**config.mk**
```make
export PLATFORM = sky130hd
export DESIGN_NAME = mft_queue
export DESIGN_NICKNAME = d
export VERILOG_FILES = /design/src/mft_pkg.sv /design/src/mft_queue.sv
export SDC_FILE = /design/constraint.sdc
export NUM_CORES = 1
export LEC_CHECK = 0
export BUFFER_PORTS_ARGS = -buffer_cell sky130_fd_sc_hd__buf_2
export CAP_MARGIN = 20
export CORE_ASPECT_RATIO = 1.5
export CORE_MARGIN = 5
export CORE_UTILIZATION = 55
export CTS_CLUSTER_DIAMETER = 120
export CTS_CLUSTER_SIZE = 24
export DETAILED_ROUTE_END_ITERATION = 16
export PLACE_DENSITY = 0.86
export SYNTH_ARGS = -nofsm -noshare
export SYNTH_HDL_FRONTEND = slang
export SYNTH_SLANG_ARGS = --single-unit
```
**constraint.sdc**
```tcl
create_clock -name clk -period 6.6 [get_ports clk]
set_input_delay 0.99 -clock clk [delete_from_list [all_inputs] [get_ports clk]]
set_output_delay 0.99 -clock clk [all_outputs]
set_load 0.03 [all_outputs]
```
**src/mft_pkg.sv**
```systemverilog
// Package: shared types and constants for the mesh flux tally.
package mft_pkg;

  localparam int unsigned CellsX = 16;
  localparam int unsigned CellsY = 16;
  localparam int unsigned CellsZ = 16;
  localparam int unsigned Groups = 4;
  localparam int unsigned NumBins = Groups * CellsX * CellsY * CellsZ;
  localparam int unsigned BinW = $clog2(NumBins);
  localparam int unsigned QueueDepth = 4;
  localparam int unsigned QPtrW = $clog2(QueueDepth);

  localparam logic [63:0] SMax = 64'h7FFF_FFFF_FFFF_FFFF;

  typedef enum logic [1:0] {
    OP_SCORE = 2'd0,
    OP_RECORD = 2'd1,
    OP_CLEAR = 2'd2,
    OP_READ = 2'd3
  } op_t;

  typedef enum logic [2:0] {
    CFG_LOW_X = 3'd0,
    CFG_LOW_Y = 3'd1,
    CFG_LOW_Z = 3'd2,
    CFG_INV_X = 3'd3,
    CFG_INV_Y = 3'd4,
    CFG_INV_Z = 3'd5
  } cfg_idx_t;

  // Classified command handed from front to back.
  typedef struct packed {
    op_t op;
    logic hit;
    logic [BinW-1:0] addr;
    logic [31:0] weight;
    logic [31:0] total_xs;
    logic [31:0] gen_n;
    logic rd_oob;
  } cmd_t;

  typedef struct packed {
    logic in_mesh;
    logic [63:0] mean_value;
    logic [63:0] variance_value;
  } res_t;

  typedef enum logic [3:0] {
    BK_INIT,
    BK_IDLE,
    BK_DIV,
    BK_SCORE_RD,
    BK_SCORE_WR,
    BK_REC_RD,
    BK_REC_DIV1,
    BK_REC_MUL,
    BK_REC_DIV2,
    BK_REC_WR,
    BK_CLEAR,
    BK_READ_RD,
    BK_OUT
  } bk_state_t;

endpackage

```
**src/mft_queue.sv**
```systemverilog
// Command queue between front and back ends.
module mft_queue (
  input  logic           clk,
  input  logic           rst_n,
  input  logic           wr_valid,
  output logic           wr_ready,
  input  mft_pkg::cmd_t  wr_data,
  output logic           rd_valid,
  input  logic           rd_ready,
  output mft_pkg::cmd_t  rd_data
);
  mft_pkg::cmd_t slot_r [mft_pkg::QueueDepth];
  logic [mft_pkg::QPtrW-1:0] wp_r, rp_r;
  logic [mft_pkg::QPtrW:0]   cnt_r;
  logic do_wr, do_rd;

  assign wr_ready = (cnt_r != (mft_pkg::QPtrW+1)'(mft_pkg::QueueDepth));
  assign rd_valid = (cnt_r != '0);
  assign do_wr = wr_valid && wr_ready;
  assign do_rd = rd_valid && rd_ready;
  assign rd_data = slot_r[rp_r];

  always_ff @(posedge clk) begin
    if (!rst_n) begin
      wp_r <= '0;
      rp_r <= '0;
      cnt_r <= '0;
    end else begin
      if (do_wr) wp_r <= wp_r + 1'b1;
      if (do_rd) rp_r <= rp_r + 1'b1;
      cnt_r <= cnt_r + (mft_pkg::QPtrW+1)'(do_wr) - (mft_pkg::QPtrW+1)'(do_rd);
    end
    if (do_wr) slot_r[wp_r] <= wr_data;
  end
endmodule

```
After elaboration in Yosys (flattened, before gate mapping)

Memory sizes are Yosys's and may differ from the RTL's. A register that Yosys moved wholly into a read port is not among the register bits.
Index checks and enable logic that the tools add are counted.

Add/sub/neg operators: 4
Equal/unequal tests: 1
Mux-type cells: 4
Reductions and logical operators: 3

Operators by type and width:

| cell                | number |
|---|---|
| $add 2x1->2 const B | 2 |
| $mux 2              | 2 |
| $add 3x1->3         | 1 |
| $ne 3x3->1 const B  | 1 |
| $reduce_bool 3->1   | 1 |
| $sub 3x1->3         | 1 |
| $logic_and 1x1->1   | 2 |
| $mux 1              | 2 |

Register bits after elaboration: 7
RAM bits: 456
Bits of input ports: 118
Word-level logic and storage cells: 16
Memories: 1

Memory list:

| name   | words | width | read ports | clocked after memory_dff | wr ports | RTL line        | RTL |
|---|---|---|---|---|---|---|---|
| slot_r | 4     | 114   | 1          | 1                        | 1        | mft_queue.sv:12 | `mft_pkg::cmd_t slot_r [mft_pkg::QueueDepth];` |

Longest topological paths before layout

Word-level depth: 4
Mapped depth: 11

Worst setup path before layout

No wires, ideal clock.

Path kind: input -> register
From: input port wr_valid
To: memory slot_r[0][0] (netlist name), enable pin
Setup time: 0.486 ns
Data arrival time: 4.051 ns
Slack: 2.063 ns
Cell stages on the path: 2
Buffers on the path: 0
Cells stage by stage: a21boi_1 > and2_1

Cells in the longest elaborated chain, start to end: 3

Ends and longest elaborated chain:

| element                      | RTL line        | RTL |
|---|---|---|
| start, declared              | mft_queue.sv:5  | `input logic wr_valid,` |
| $logic_and 1x1->1            | mft_queue.sv:19 | `assign do_wr = wr_valid && wr_ready;` |
| $mux 1                       | mft_queue.sv:33 | `if (do_wr) slot_r[wp_r] <= wr_data;` |
| $mux 1 (implied by the code) | mft_queue.sv:33 |  |
| end, declared                | mft_queue.sv:12 |  |

Every way passes these cells.

==> metrics.txt <==
Leak Pwr=0.006252 uW; clk_lat worst skew=540 ps; final WL=31720 um; die area=34460 sq um; Max-slew headroom=27.53%; number of cell rows=78; Nets=1006; Max FO, Critical Path=71; RSZ-0062 raised after global routing=no; FMAX=256.7 MHz; routed len/inst=24.27 um; Pwr per Cell Area=380.2 nW/um^2; PortBufs=233; maximum vdd ir drop=0.2650 mV; gpl congestion=0.7301; Worst EP required=5610 ps; critical path class=reg2out; Vias=7434; Syn. warnings=0; setup TNS=0 ps; total track usage=18.19%; final hold vios=0; synthesized area per cell=26.29 sq um; Synth Instances=644; DR DRC count=0; FILL cells=2036; worst min-delay path class=reg2reg; Layout area overhead=13.10%; fin cells=1307; minimum clock period=3895 ps; synthesized area=16930 sq um; CTS buffer count=23; outcome=finished clean; period utilization=59.02%; CP endpoint kind=primary output; CTS tree=yes; Die Span X=153.3 um; fraction of layout cells with a size suffix above 1=42.70%; I/O Pins=234; sequential share of the synthesized area=81.95%; Post-CTS Setup Inserts=0; CP startpoint kind=register; CTS Root Cell=clkbuf_16; detailed placement HPWL=19330 um; largest net degree at the start of global routing=97; most frequent cells in the layout=edfxtp_1, buf_2, mux4_2; Layout Skew=13.84 ps; WHS=522.2 ps; Resized cells post-CTS=0; grt total ovfl=0; CP Data Arrival Time=2910 ps; flops & latches, synth=465; syn_nets=769; Max Cap Viol=0; Distinct cells, synth=20; Starting Density=55.78%; Clock Sinks=465; Final setup viols=0; vias per cell=5.688; CTS H-tree depth=1; commonest non-fill, non-tap cell in the layout=edfxtp_1; Core ar.=30350 sq um; DRT iter0 DRCs=424; CTS clk-pin slew, worst paths=90 ps; Post-CTS Hold Fix Bufs=0; vias in the first global route=7892; Worst Max-Slew Pin Slew=1087 ps; post-route antenna net violation count=0; First-pass DRT Iterations=5; wire length of the first global-routing pass=47620 um; Die Y=224.9 um; Slew Limit Fails=0; initial antenna violation count=12; Cells after DPL=1256; Longest Clk Path Bufs=3
Yosys cell counts:
library cell | n | area share, %
inv_1 | 5 | 0.11
o311ai_0 | 1 | 0.052
mux2i_1 | 2 | 0.12
edfxtp_1 | 456 | 81
nor2b_1 | 3 | 0.11
xnor2_1 | 4 | 0.21
buf_8 | 7 | 0.62
buf_6 | 1 | 0.067
fa_1 | 1 | 0.12
mux4_2 | 114 | 15
or3_1 | 1 | 0.037
nand2_1 | 5 | 0.11
o31a_1 | 1 | 0.052
clkbuf_1 | 6 | 0.13
nor2_1 | 1 | 0.022
ha_1 | 6 | 0.44
and2_1 | 7 | 0.26
dfxtp_1 | 9 | 1.1
a21boi_1 | 1 | 0.044
buf_2 | 13 | 0.38
final cells by class:
class / instances / area [sq um] / area share (%)
sequential: 465 / 13880 / 72.49
multi-input combinational: 147 / 2844 / 14.85
timing repair buffer: 239 / 1224 / 6.390
clock buffer: 40 / 639.4 / 3.339
tap: 400 / 500.5 / 2.614
antenna: 10 / 25.02 / 0.1307
inverter: 5 / 18.77 / 0.09801
clock inverter: 1 / 16.27 / 0.08494
worst max-delay path, cell delays in order, from the launching register on:
cell and delay (ps):
dfxtp_4 1050, buf_4 670, mux4_2 430, buf_2 200
worst paths after layout:
check	start	end	slack, ps	depth (start not counted)
setup / recovery	register	rd_data[101]	2700	3
hold / removal	wp_r[0]	wp_r[0]	520	2
setup reg to reg	cnt_r[1]	slot_r[0][9]	3420	4
hold reg to reg	wp_r[0]	wp_r[0]	520	2
sequential cells by signal, indices dropped and copies added, names as in the netlist, named ones only:
signal,cells
slot_r,456
cnt_r,3
rp_r,2
wp_r,2
per-stage QoR:
step           total power (uW)  utilization (%)  setup WS [ps]  area, sq um
6_report                   7281            63.09           2705        19150
5_1_grt                    7595            63.08           2503        19150
4_1_cts                    7371            63.01           2583        19120
3_5_place_dp               5879            60.85           2833        18470
3_3_place_gp               5843            60.85           2913        18470
2_1_floorplan              5323                -           2063        16930
cells by family (layout without fill, tap and decap cells):
group | Yosys count | in the layout | share of synthesized area (%)
xor+xnor | 4 | 4 | 0.2069
other cells | 0 | 10 | 0
flops | 465 | 465 | 81.95
buf+inv | 32 | 285 | 1.315
fa+ha+maj | 7 | 7 | 0.5617
compound gates | 3 | 3 | 0.1478
simple gates | 17 | 17 | 0.5395
mux | 116 | 116 | 15.28
power breakdown:
part | switching [uW] | internal [uW] | total [uW]
Sequential | 132 | 3580 | 3710
Clock | 842 | 671 | 1510
Combinational | 1300 | 757 | 2060
Total | 2280 | 5000 | 7280
routing by layer:
layer / routed length, um / vias to the layer above / GRT usage (%) / share of wire [%]
li1: - / 3230 / - / -
met1: 11570 / 3881 / 23.20 / 36
met2: 16830 / 267 / 30.34 / 53
met3: 2182 / 52 / 4.524 / 6.9
met4: 1108 / 4 / 7.535 / 3.5
met5: 27 / - / 0 / 0.085
(Power assumes the default switching activity.)
